==> src/sv/sci_pkg.sv <==
package sci_pkg;

  localparam int FIELD_W        = 16;
  localparam int COORD_BITS_DEF = 16;
  localparam int NUM_STAGES     = 6;

  typedef struct packed {
    logic signed [FIELD_W-1:0] start_x;
    logic signed [FIELD_W-1:0] start_y;
    logic signed [FIELD_W-1:0] end_x;
    logic signed [FIELD_W-1:0] end_y;
    logic signed [FIELD_W-1:0] centre_x;
    logic signed [FIELD_W-1:0] centre_y;
    logic signed [FIELD_W-1:0] radius;
  } in_t;

  typedef struct packed {
    logic intersects;
    logic bad_radius;
  } out_t;

endpackage

==> src/sv/sci_sum_stage.sv <==
module sci_sum_stage import sci_pkg::*; #(
  parameter int COORD_BITS = COORD_BITS_DEF,
  localparam int DW = COORD_BITS + 1,
  localparam int PW = 2 * DW,
  localparam int SW = PW + 1
) (
  input  logic                 clk,
  input  logic                 en,
  input  logic signed [PW-1:0] dxdx,
  input  logic signed [PW-1:0] dydy,
  input  logic signed [PW-1:0] fxfx,
  input  logic signed [PW-1:0] fyfy,
  input  logic signed [PW-1:0] gxgx,
  input  logic signed [PW-1:0] gygy,
  input  logic signed [PW-1:0] rr,
  input  logic signed [PW-1:0] fxdx,
  input  logic signed [PW-1:0] fydy,
  input  logic signed [PW-1:0] fxdy,
  input  logic signed [PW-1:0] fydx,
  input  logic                 bad,
  output logic        [PW-1:0] a_r,
  output logic        [PW-1:0] ff_r,
  output logic        [PW-1:0] gg_r,
  output logic        [PW-1:0] r2_r,
  output logic        [PW-1:0] cm_r,
  output logic signed [SW-1:0] dot_r,
  output logic                 bad_r
);

  logic signed [SW-1:0] c_pos, c_neg;

  assign c_pos = SW'(fxdy) - SW'(fydx);
  assign c_neg = SW'(fydx) - SW'(fxdy);

  always_ff @(posedge clk) begin
    if (en) begin
      a_r   <= $unsigned(dxdx) + $unsigned(dydy);
      ff_r  <= $unsigned(fxfx) + $unsigned(fyfy);
      gg_r  <= $unsigned(gxgx) + $unsigned(gygy);
      r2_r  <= $unsigned(rr);
      dot_r <= SW'(fxdx) + SW'(fydy);
      cm_r  <= c_pos[SW-1] ? c_neg[PW-1:0] : c_pos[PW-1:0];
      bad_r <= bad;
    end
  end

endmodule

==> config.mk <==
export PLATFORM = sky130hd
export DESIGN_NAME = sci_sum_stage
export DESIGN_NICKNAME = d
export VERILOG_FILES = /design/src/sv/sci_pkg.sv /design/src/sv/sci_sum_stage.sv
export SDC_FILE = /design/constraint.sdc
export NUM_CORES = 1
export LEC_CHECK = 0
export ABC_AREA = 1
export BUFFER_PORTS_ARGS = -buffer_cell sky130_fd_sc_hd__buf_2
export CAP_MARGIN = 20
export CORE_AREA = 2 2 228 230
export DETAILED_ROUTE_END_ITERATION = 10
export DIE_AREA = 0 0 230 232
export GPL_TIMING_DRIVEN = 1
export PLACE_DENSITY = 0.73
export SYNTH_ARGS = -nofsm -noshare
export SYNTH_HDL_FRONTEND = slang
export SYNTH_SLANG_ARGS = --single-unit
==> constraint.sdc <==
create_clock -name clk -period 3.9 [get_ports clk]
set_clock_uncertainty 0.05 [all_clocks]
set_input_delay 0.195 -clock clk [delete_from_list [all_inputs] [get_ports clk]]
set_output_delay 0.195 -clock clk [all_outputs]
set_load 0.02 [all_outputs]
==> results.yml <==
layout:
  layout_common_cells: "nand2_1, buf_2, inv_1, nor2_1, a21oi_1"
  design_area_um2: 24440
  final_cells: 4051
  register_area_um2: 6186
  multi_input_area_um2: 11610
  fill_cells: 5148
  final_common_cell: "nand2_1"
  final_nets: 3922
  drive_gt1_share_pct: 19.59
  areaGrowthSynthToFinish_pct: 25.35
clocking:
  cts_tree: "built"
  cts_max_level: 1
  clk_pin_slew_ps: 70
  cts_buffer_depth: 3
  cts_sinks: 206
  clock-root-buffer: "clkbuf_16"
  numCtsBuffers: 27
sta:
  setup_viol: 0
  finalMaxSlewViolations: 0
  maxSlewHeadroom_pct: 44.13
  finalCritPeriodShare_pct: 72.02
  tightest_slew_ps: 838.1
  rsz0062_at_grt: "false"
  min_period_ps: 2809
  timing_hold_violations_final: 0
  fmax_mhz: 356.0
  tns_ps: 0
power:
  power.density_nw_per_um2: 368.5
  ir_drop_mv: 0.2729
  p_leak_nw: 12.54
logic_synthesis:
  yosys-top-cells-area: "edfxtp_1, nand2_1, ha_1, inv_1, a21oi_1"
  synth_area_um2: 19500
  synth_top_area_share_pct: 31.73
  synth-edff-count: 206
  synth_area_leader_cell: "edfxtp_1"
  synth_area_per_cell_um2: 7.187
  synthArstFlopShare_pct: 0
  ys_types: 47
  ys_warn_count: 0
  syn_nets: 3296
  synthCells: 2713
  ys_seq_elements: 206
  yosysSeqAreaShare_pct: 31.73
  synth_flop_cell: "edfxtp_1"
routing:
  drtIter0Drc: 1915
  vias: 20540
  wire_per_inst_um: 18.03
  final_antenna_net_count: 0
  via_per_inst: 5.069
  drc: 0
  drtPass1Iterations: 5
  wl_um: 73040
worst_setup_path:
  crit_type: "input port to flop"
  required_ps: 4160
  critPathMaxFanout: 3
  cp-start-kind: "input port"
  end_kind: "flop"
  cp.arrival_ps: 3070
grt:
  antenna_found_initial: 17
  grt_max_degree: 98
  first_global_vias: 19170
  track_usage_pct: 26.16
  grt_pass1_wl_um: 108300
  grt_overflow_total: 0
place:
  dp.cells: 3948
  gp_congestion: 1.003
  io_buffers: 582
  placed_area_um2: 23100
  hpwl_um: 61720
die:
  dieArea_um2: 53360
  start_util_pct: 38.32
  core_um2: 50890
  io-pin-count: 583
  num_rows: 83
  die_y_um: 232
  die_w_um: 230
flow_run:
  maxCapViolations: 0
min_path:
  hp-class: "input port to flop"
run_status:
  status: "complete, no violations"
[path summary, 6_finish.rpt]
| check | from | endpoint | slack [ps] | cells after the start |
|---|---|---|---|---|
| max | fyfy[0] | ff_r[32] | 1090 | 11 |
| min | fxfx[33] | ff_r[33] | 60 | 4 |
[worst max-delay path: stages]
cell,delay [ps]
dlygate4sd3_1,520
buf_2,100
ha_1,190
inv_1,90
fa_1,390
o21ai_0,370
a21oi_1,200
o21ai_0,610
nand3_1,210
nand3_1,130
nand2_1,50
[report_power, final]
part	total [mW]	switching, mW	internal [mW]
combinational	3.42	2.27	1.15
clock	2.56	1.08	1.48
sequential	3.03	0.138	2.89
[sequential cells by signal, summed over array words and instances (netlist names)]
name	count
a_r	34
cm_r	34
gg_r	34
r2_r	34
dot_r	35
bad_r	1
ff_r	34
[layer usage]
| metal | GRT usage (%) | part of all wire (%) |
|---|---|---|
| met1 | 33.67 | 41 |
| met2 | 44.01 | 47 |
| met3 | 3.966 | 8.2 |
| met4 | 10.40 | 3.8 |
| met5 | 0 | 0.055 |
[synth_stat cells, types with 4 or more instances]
library cell  instances
ha_1                200
buf_2                11
a21oi_2               4
a31oi_1               6
nand2_2              11
edfxtp_1            206
inv_1               396
nor3_1               34
a21oi_1             226
nand3b_1             10
a21boi_0             13
nand4_1              28
a21o_1               21
nand2_1             804
buf_4                10
nor4_1                4
o21bai_1             34
o21ai_1               8
nand3_1             146
xor2_1              110
clkbuf_2              4
o21a_1                8
o21ai_0             109
nor2_1              239
xnor2_1              27
nor2_2                5
fa_1                  6
[metrics by stage]
step                hold WS [ps]  total power [mW]  util (%)  setup WS (ps)
CTS                        19.58             9.025     47.97           1185
global route               34.27             9.475     48.03          905.5
detailed placement         323.7             6.419     45.40           1110
floorplan                  243.9             5.166         -           1773
global placement           321.4             6.403     45.40           1147
finish                     63.47             9.007     48.03           1091
[area by class of cell]
| type | count | share of cell area (%) |
|---|---|---|
| sequential | 206 | 25.31 |
| multi-input combinational | 2077 | 47.49 |
| clock inverter | 20 | 0.8396 |
| timing repair buffer | 627 | 13.82 |
| tap | 680 | 3.481 |
| clock buffer | 28 | 2.780 |
| inverter | 400 | 6.143 |
| antenna | 13 | 0.1331 |
[timing repair]
action / CTS / global route
gates resized for setup: 0 / 0
hold endpoints to repair: 39 / 0
setup endpoints to repair: 0 / 0
hold buffers: 42 / 0
buffers inserted: 0 / 0
[logic make-up (layout without fill, tap and decap cells)]
logic type,after synthesis,count (layout),synth area share (%)
AOI/OAI and AO/OA,441,441,12.61
xor gates and xnor gates,137,137,6.154
adders and majority gates,206,206,13.45
buffers and inverters,430,1075,8.740
DFF,206,206,31.73
other,0,13,0
and+or+nand+nor,1293,1293,27.32
(Power assumes the default switching activity.)
