## src/sv/sci_pkg.sv

```systemverilog
package sci_pkg;

  localparam int FIELD_W        = 16;
  localparam int COORD_BITS_DEF = 16;
  localparam int NUM_STAGES     = 6;

  typedef struct packed {
    logic signed [FIELD_W-1:0] start_x;
    logic signed [FIELD_W-1:0] start_y;
    logic signed [FIELD_W-1:0] end_x;
    logic signed [FIELD_W-1:0] end_y;
    logic signed [FIELD_W-1:0] centre_x;
    logic signed [FIELD_W-1:0] centre_y;
    logic signed [FIELD_W-1:0] radius;
  } in_t;

  typedef struct packed {
    logic intersects;
    logic bad_radius;
  } out_t;

endpackage

```

## src/sv/sci_diff_stage.sv

```systemverilog
module sci_diff_stage import sci_pkg::*; #(
  parameter int COORD_BITS = COORD_BITS_DEF,
  localparam int DW = COORD_BITS + 1
) (
  input  logic                 clk,
  input  logic                 en,
  input  in_t                  item,
  output logic signed [DW-1:0] dx_r,
  output logic signed [DW-1:0] dy_r,
  output logic signed [DW-1:0] fx_r,
  output logic signed [DW-1:0] fy_r,
  output logic signed [DW-1:0] gx_r,
  output logic signed [DW-1:0] gy_r,
  output logic signed [DW-1:0] r_r,
  output logic                 bad_r
);

  logic signed [COORD_BITS-1:0] sx, sy, ex, ey, cx, cy, rr;

  assign sx = COORD_BITS'($signed(item.start_x));
  assign sy = COORD_BITS'($signed(item.start_y));
  assign ex = COORD_BITS'($signed(item.end_x));
  assign ey = COORD_BITS'($signed(item.end_y));
  assign cx = COORD_BITS'($signed(item.centre_x));
  assign cy = COORD_BITS'($signed(item.centre_y));
  assign rr = COORD_BITS'($signed(item.radius));

  always_ff @(posedge clk) begin
    if (en) begin
      dx_r  <= DW'(ex) - DW'(sx);
      dy_r  <= DW'(ey) - DW'(sy);
      fx_r  <= DW'(sx) - DW'(cx);
      fy_r  <= DW'(sy) - DW'(cy);
      gx_r  <= DW'(ex) - DW'(cx);
      gy_r  <= DW'(ey) - DW'(cy);
      r_r   <= DW'(rr);
      bad_r <= rr[COORD_BITS-1] || (rr == '0);
    end
  end

endmodule

```

## config.mk

```make
export PLATFORM = sky130hd
export DESIGN_NAME = sci_diff_stage
export DESIGN_NICKNAME = d
export VERILOG_FILES = /design/src/sv/sci_pkg.sv /design/src/sv/sci_diff_stage.sv
export SDC_FILE = /design/constraint.sdc
export NUM_CORES = 1
export LEC_CHECK = 0
export ABC_AREA = 1
export BUFFER_PORTS_ARGS = -buffer_cell sky130_fd_sc_hd__buf_4
export CAP_MARGIN = 10
export CORE_ASPECT_RATIO = 2
export CORE_MARGIN = 4
export CORE_UTILIZATION = 40
export CTS_CLUSTER_SIZE = 25
export DETAILED_ROUTE_END_ITERATION = 8
export GPL_TIMING_DRIVEN = 0
export SETUP_SLACK_MARGIN = 0.3
export SYNTH_ARGS = -nofsm -noshare
export SYNTH_HDL_FRONTEND = slang
export SYNTH_SLANG_ARGS = --single-unit
```

## constraint.sdc

```tcl
create_clock -name clk -period 1.8 [get_ports clk]
set_input_delay 0.36 -clock clk [delete_from_list [all_inputs] [get_ports clk]]
set_output_delay 0.36 -clock clk [all_outputs]
set_load 0.02 [all_outputs]
```

==> flow_summary.yaml, run 1 <==
clock_tree:
  cts-buffers-inserted: 17
  htree_num_levels: 4
  cts_tree: "yes"
  clockBufferDepth: 2
  cts-root-buf: "clkbuf_16"
  clkTransAtPathRegs_ns: 0.06
  clock-sinks: 119
worst_hold_path:
  worstHoldStart: "item[15]"
  hold_class: "in2reg"
global_route:
  grt_pass1_wl_mm: 47.7
  grt_max_degree: 75
  grt-ovfl-total: 0
  grt_pass1_vias: 9568
  antenna_found_initial: 0
  grt_usage: 0.231
sta:
  rsz0062_at_grt: "true"
  fin_crit_sh: 0.832
  slew_violations: 0
  fmax_mhz: 668
  worst_pin_slew_ns: 0.517
  fin_ws_ns: 0.303
  fin_tns_setup_ns: 0
  slew_headroom: 0.655
  hold_viol: 0
  period_minus_slack_ns: 1.50
  setup_viol: 0
logic_synthesis:
  yosysWarnings: 0
  synth_cell_type_count: 18
  synth_xor_area_frac: 0.0378
  syn_nets: 1609
  synth_seq_cells: 119
  synth_top_family_by_area: "simple AND/OR/NAND/NOR gates"
  yosysTopAreaCell: "edfxtp_1"
  yosysSeqAreaShare: 0.367
  yosysMostFrequentCell: "nand2_1"
  synthDominantCellAreaShare: 0.367
  netlist_instances: 1393
  yosys.area_share.simple: 0.291
  async_reset_ff_frac: 0
  synth_compound_area_frac: 0.0316
  synth-edff-count: 119
  synth.avg_cell_area_um2: 6.99
  yosys-top-cells-count: "nand2_1 (563), inv_1 (352), edfxtp_1 (119)"
  synth.area.top_cells: "edfxtp_1 (37%), nand2_1 (22%), inv_1 (14%), ha_1 (12%), nand3_1 (3.5%)"
  synthMuxAreaShare: 0
  synth_area_um2: 9740
  synth_flop_cell: "edfxtp_1"
  synth_adder_area_share: 0.136
layout:
  diodes: 0
  finalNonFillerCells: 1966
  fillCellCount: 2223
  final_nets: 1883
  final_util: 0.589
  area_delta_synth_final_pct: 44.7
  drive_gt1_frac: 0.286
  final_area_um2: 14100
placement:
  portBuffers: 233
  routabilityCongestion: 0.901
  dp_slack_ns: -0.379
  dpl_cell_area_um2: 12600
  dp_cells: 1914
  place_hpwl_mm: 26.0
job:
  max_cap_viol_count: 0
floorplan:
  fp.dieW_um: 118
  start_util: 0.407
  dieHeight_um: 229
  rows: 80
  fp.dieArea_um2: 27100
  fp.coreArea_um2: 23900
  ios: 234
setup_path:
  crit_path_start: "item[32]"
  startpoint_type: "input pin"
  crit_chain: "buf_4, ha_4, fa_2, inv_2, nand2_2, nand2_4, nand3_4, nand2_8, nand2_4, nand3_2, nand2_1"
  cpMaxStageDelayCell: "fa_2"
  crit_type: "in2reg"
  arrival_ns: 1.68
  crit_top_cell: "nand2_4"
  slowest_delay_ns: 0.40
  end_kind: "register"
  crit_required_ns: 1.98
  path_max_fanout: 3
power:
  ir_drop_v: 0.000527
  leakagePower_nw: 7.58
  pwr_density_cell_nw_per_um2: 835
detailed_routing:
  via_count: 9369
  drc: 0
  ant_nets: 0
  finalWirelength_mm: 31.4
  drt_iter0_drc: 372
  wl_per_cell_um: 16.0
  vias_per_cell: 4.77
  drt_first_pass_iters: 6
status:
  status: "completed"
[cell type report]
class / instances / area [um^2] / area share
Buffer: 1 / 11.3 / 0.000799
Timing Repair Buffer: 255 / 1970 / 0.140
Tap cell: 287 / 359 / 0.0255
Sequential cell: 119 / 3570 / 0.254
Inverter: 352 / 1420 / 0.101
Multi-Input combinational cell: 921 / 6090 / 0.433
Clock inverter: 11 / 228 / 0.0162
Clock buffer: 20 / 437 / 0.0310
[registers in the layout (all words and copies together), names as in the netlist]
register  count
bad_r         1
dx_r         17
dy_r         17
fx_r         17
fy_r         17
gx_r         17
gy_r         17
r_r          16
[what timing repair did]
item,in CTS,in global routing
hold buffers,0,0
setup endpoints to repair,30,40
endpoints found under the hold margin,0,0
setup buffers,7,14
pin swaps,14,36
resized for setup,37,121
[routing by layer]
layer	track usage	routed length [um]	up-vias	share of wire
met5	0	0	-	0
li1	-	-	4795	-
met3	0.0443	1180	70	0.038
met1	0.186	9540	4266	0.30
met4	0.125	1650	0	0.053
met2	0.491	19000	238	0.61
[placed cells by master (no fill, tap or decap), drive strengths merged, types with 7 or more instances in the layout]
cell / count
nand3: 68
nor3: 25
xnor2: 14
buf: 256
nor2: 48
a21oi: 60
or2: 8
nand2: 565
edfxtp: 119
clkinvlp: 12
clkbuf: 20
xor2: 28
ha: 96
inv: 340
bufinv: 7
[power breakdown]
group          internal [mW]  switching (mW)  leakage [nW]
Sequential              3.57           0.113          1.16
Combinational           1.67            2.42          6.09
Clock                   2.71            1.29         0.323
[worst paths after layout]
check,to,cells after the start
worst max-delay path,gx_r[16]$_DFFE_PP_,11
worst min-delay path,r_r[15]$_DFFE_PP_,1
[logic make-up after synthesis]
family | after synthesis
AO/OA/AOI/OAI | 61
adder cells (fa/ha/maj) | 102
buffers and inverters | 353
XOR/XNOR | 42
flip-flops | 119
AND/OR/NAND/NOR | 716
[critical path, delay by kind of cell]
kind	cells	cell delay (ns)
fa+ha+maj	2	0.56
buf+inv	2	0.19
simple gates	7	0.55
[per-stage QoR]
stage / hold WS, ns / total power, mW
floorplan: 0.459 / 5.99
detailed placement: 0.548 / 7.54
finish: 0.111 / 11.8
CTS: 0.0827 / 11.6
global placement: 0.547 / 7.50
global route: 0.0853 / 12.4
(Power assumes the default switching activity.)
==> run 2: changes to the inputs <==
ABC_AREA = 0   (was 1)
clock period = 1.4 ns   (was 1.8 ns; I/O delays follow)
==> run 2 against run 1 <==
Flip-flop and latch count did not move. The flow now finishes with violations (setup timing). Wire length down 12%. Largest cell class unchanged. Sequential share of layout area fell by 0.72 points. Utilization rose by 12 points. Highest routed layer unchanged. First-iteration DRC count shrank 35%. Via count down 19%. Final cell count decreased by 27%. Critical endpoint is now fy_r[16]$_DFFE_PP_.
==> flow_summary.yaml, run 2 <==
detailed_routing:
  drt_first_pass_iters: 4
  vias_per_cell: 5.23
  drc: 0
  drt_iter0_drc: 242
  finalWirelength_mm: 27.5
  wl_per_cell_um: 19.1
  ant_nets: 0
  via_count: 7554
layout:
  final_common_cell: "buf_6"
  diodes: 0
  final_area_um2: 14500
  final_cell_mix: "buf_6 (175), buf_4 (143), edfxtp_1 (119)"
  multi_input_area_um2: 6060
  fillCellCount: 1500
  final_util: 0.705
  final_nets: 1383
  drive_gt1_frac: 0.510
  register_area_um2: 3570
  area_delta_synth_final_pct: 72.6
global_route:
  grt_pass1_vias: 7761
  grt_usage: 0.226
  grt-ovfl-total: 0
  grt_max_degree: 93
  antenna_found_initial: 0
  grt_pass1_wl_mm: 41.0
logic_synthesis:
  synth_seq_cells: 119
  synthDominantCellAreaShare: 0.425
  yosysMostFrequentCell: "edfxtp_1"
  netlist_instances: 820
  synth.avg_cell_area_um2: 10.2
  synth.area.top_cells: "edfxtp_1 (43%), ha_1 (14%), xnor2_1 (5.9%), inv_1 (4.6%), a21oi_1 (3.6%)"
  yosysSeqAreaShare: 0.425
  synth_area_um2: 8400
  yosysWarnings: 0
  synth-edff-count: 119
  syn_nets: 1036
  yosys-top-cells-count: "edfxtp_1 (119), inv_1 (103), ha_1 (96)"
  synth_cell_type_count: 67
  synth_flop_cell: "edfxtp_1"
  async_reset_ff_frac: 0
  yosysTopAreaCell: "edfxtp_1"
floorplan:
  fp.dieW_um: 110
  fp.dieArea_um2: 23500
  fp.coreArea_um2: 20600
  ios: 234
  dieHeight_um: 213
  start_util: 0.409
  rows: 74
power:
  pwr_density_cell_nw_per_um2: 1090
  leakagePower_nw: 6.11
  ir_drop_v: 0.000809
  fin_total_pwr_mw: 15.8
setup_path:
  arrival_ns: 1.98
  path_max_fanout: 3
  crit_type: "in2reg"
  end_kind: "register"
  startpoint_type: "input pin"
  crit_required_ns: 1.57
clock_tree:
  clkTransAtPathRegs_ns: 0.05
  cts-buffers-inserted: 17
  clockBufferDepth: 2
  cts-root-buf: "clkbuf_16"
  htree_num_levels: 4
  cts_tree: "yes"
  clock-sinks: 119
job:
  max_cap_viol_count: 0
status:
  status: "complete, but fails checks"
  violations: "setup timing"
placement:
  dpl_cell_area_um2: 11400
  dp_slack_ns: -1.12
  place_hpwl_mm: 20.9
  routabilityCongestion: 0.878
  portBuffers: 233
sta:
  worst_pin_slew_ns: 0.638
  fin_ws_ns: -0.412
  hold_viol: 0
  slew_headroom: 0.575
  fin_tns_setup_ns: -16.14
  rsz0062_at_grt: "true"
  period_minus_slack_ns: 1.81
  setup_viol: 67
  slew_violations: 0
  fin_crit_sh: 1.29
  fmax_mhz: 552
worst_hold_path:
  hold_class: "in2reg"
run 2: changes by cell type in the layout (fill, tap and decap cells not counted), moves of 18 or more:
cell | previous run | this run
buf_4 | 246 | 143
o21ai_0 | 0 | 19
a21o_1 | 0 | 20
nand2_4 | 20 | 2
nand3_1 | 46 | 9
nand2_2 | 38 | 2
xnor2_1 | 14 | 45
nand2_1 | 505 | 43
inv_1 | 331 | 77
buf_6 | 7 | 175
run 2: logic make-up (layout without fill, tap and decap cells):
kind of cell | Yosys count | count (layout) | share of synthesized area
compound gates | 218 | 218 | 0.172
fa+ha+maj | 102 | 102 | 0.157
flops | 119 | 119 | 0.425
simple gates | 191 | 191 | 0.113
buf+inv | 115 | 474 | 0.0527
mux | 5 | 5 | 0.00611
xor+xnor | 70 | 70 | 0.0730
run 2: power by group:
part           internal (mW)  total, mW  switching, mW
combinational           3.11       6.18           3.07
clock                   3.13       4.71           1.58
sequential              4.63       4.87          0.236
total                   10.9       15.8           4.89
run 2: metal layers:
layer  global-route usage  routed length [um]
met5                    0                   0
met1                0.208                9110
met2                0.466               16500
met4                0.109                1010
met3               0.0374                 956
run 2: worst paths after layout:
check,startpoint,endpoint,cells after the start
max,item[80],fy_r[16]$_DFFE_PP_,11
min,item[0],r_r[0]$_DFFE_PP_,1
run 2: what timing repair did:
action                     4_1_cts  5_1_grt
buffers inserted                59       35
resized for setup              282      122
setup endpoints to repair      198      203
pin swaps                      104       91
hold buffers                     0        0
run 2: metrics by stage:
stage,hold WS [ns],cells
floorplan,0.379,820
global placement,0.468,1319
detailed placement,0.470,1320
CTS,0.0234,1410
global route,0.0225,1445
finish,0.0428,1445
run 2: critical path, stage by stage:
cell	delay (ns)
buf_12	0.10
inv_12	0.03
ha_4	0.15
fa_2	0.34
nand2b_4	0.18
a21oi_4	0.23
buf_6	0.13
o21ai_4	0.07
a41oi_4	0.21
and3_1	0.19
o22ai_1	0.06
run 2: area by class of cell:
cell class	count	area share
plain buffers	12	0.00915
clock buffers	21	0.0304
clock inverters	10	0.0123
inverters	103	0.0364
multi-input cells	586	0.418
flip-flops and latches	119	0.246
well taps	266	0.0230
repair buffers	328	0.225
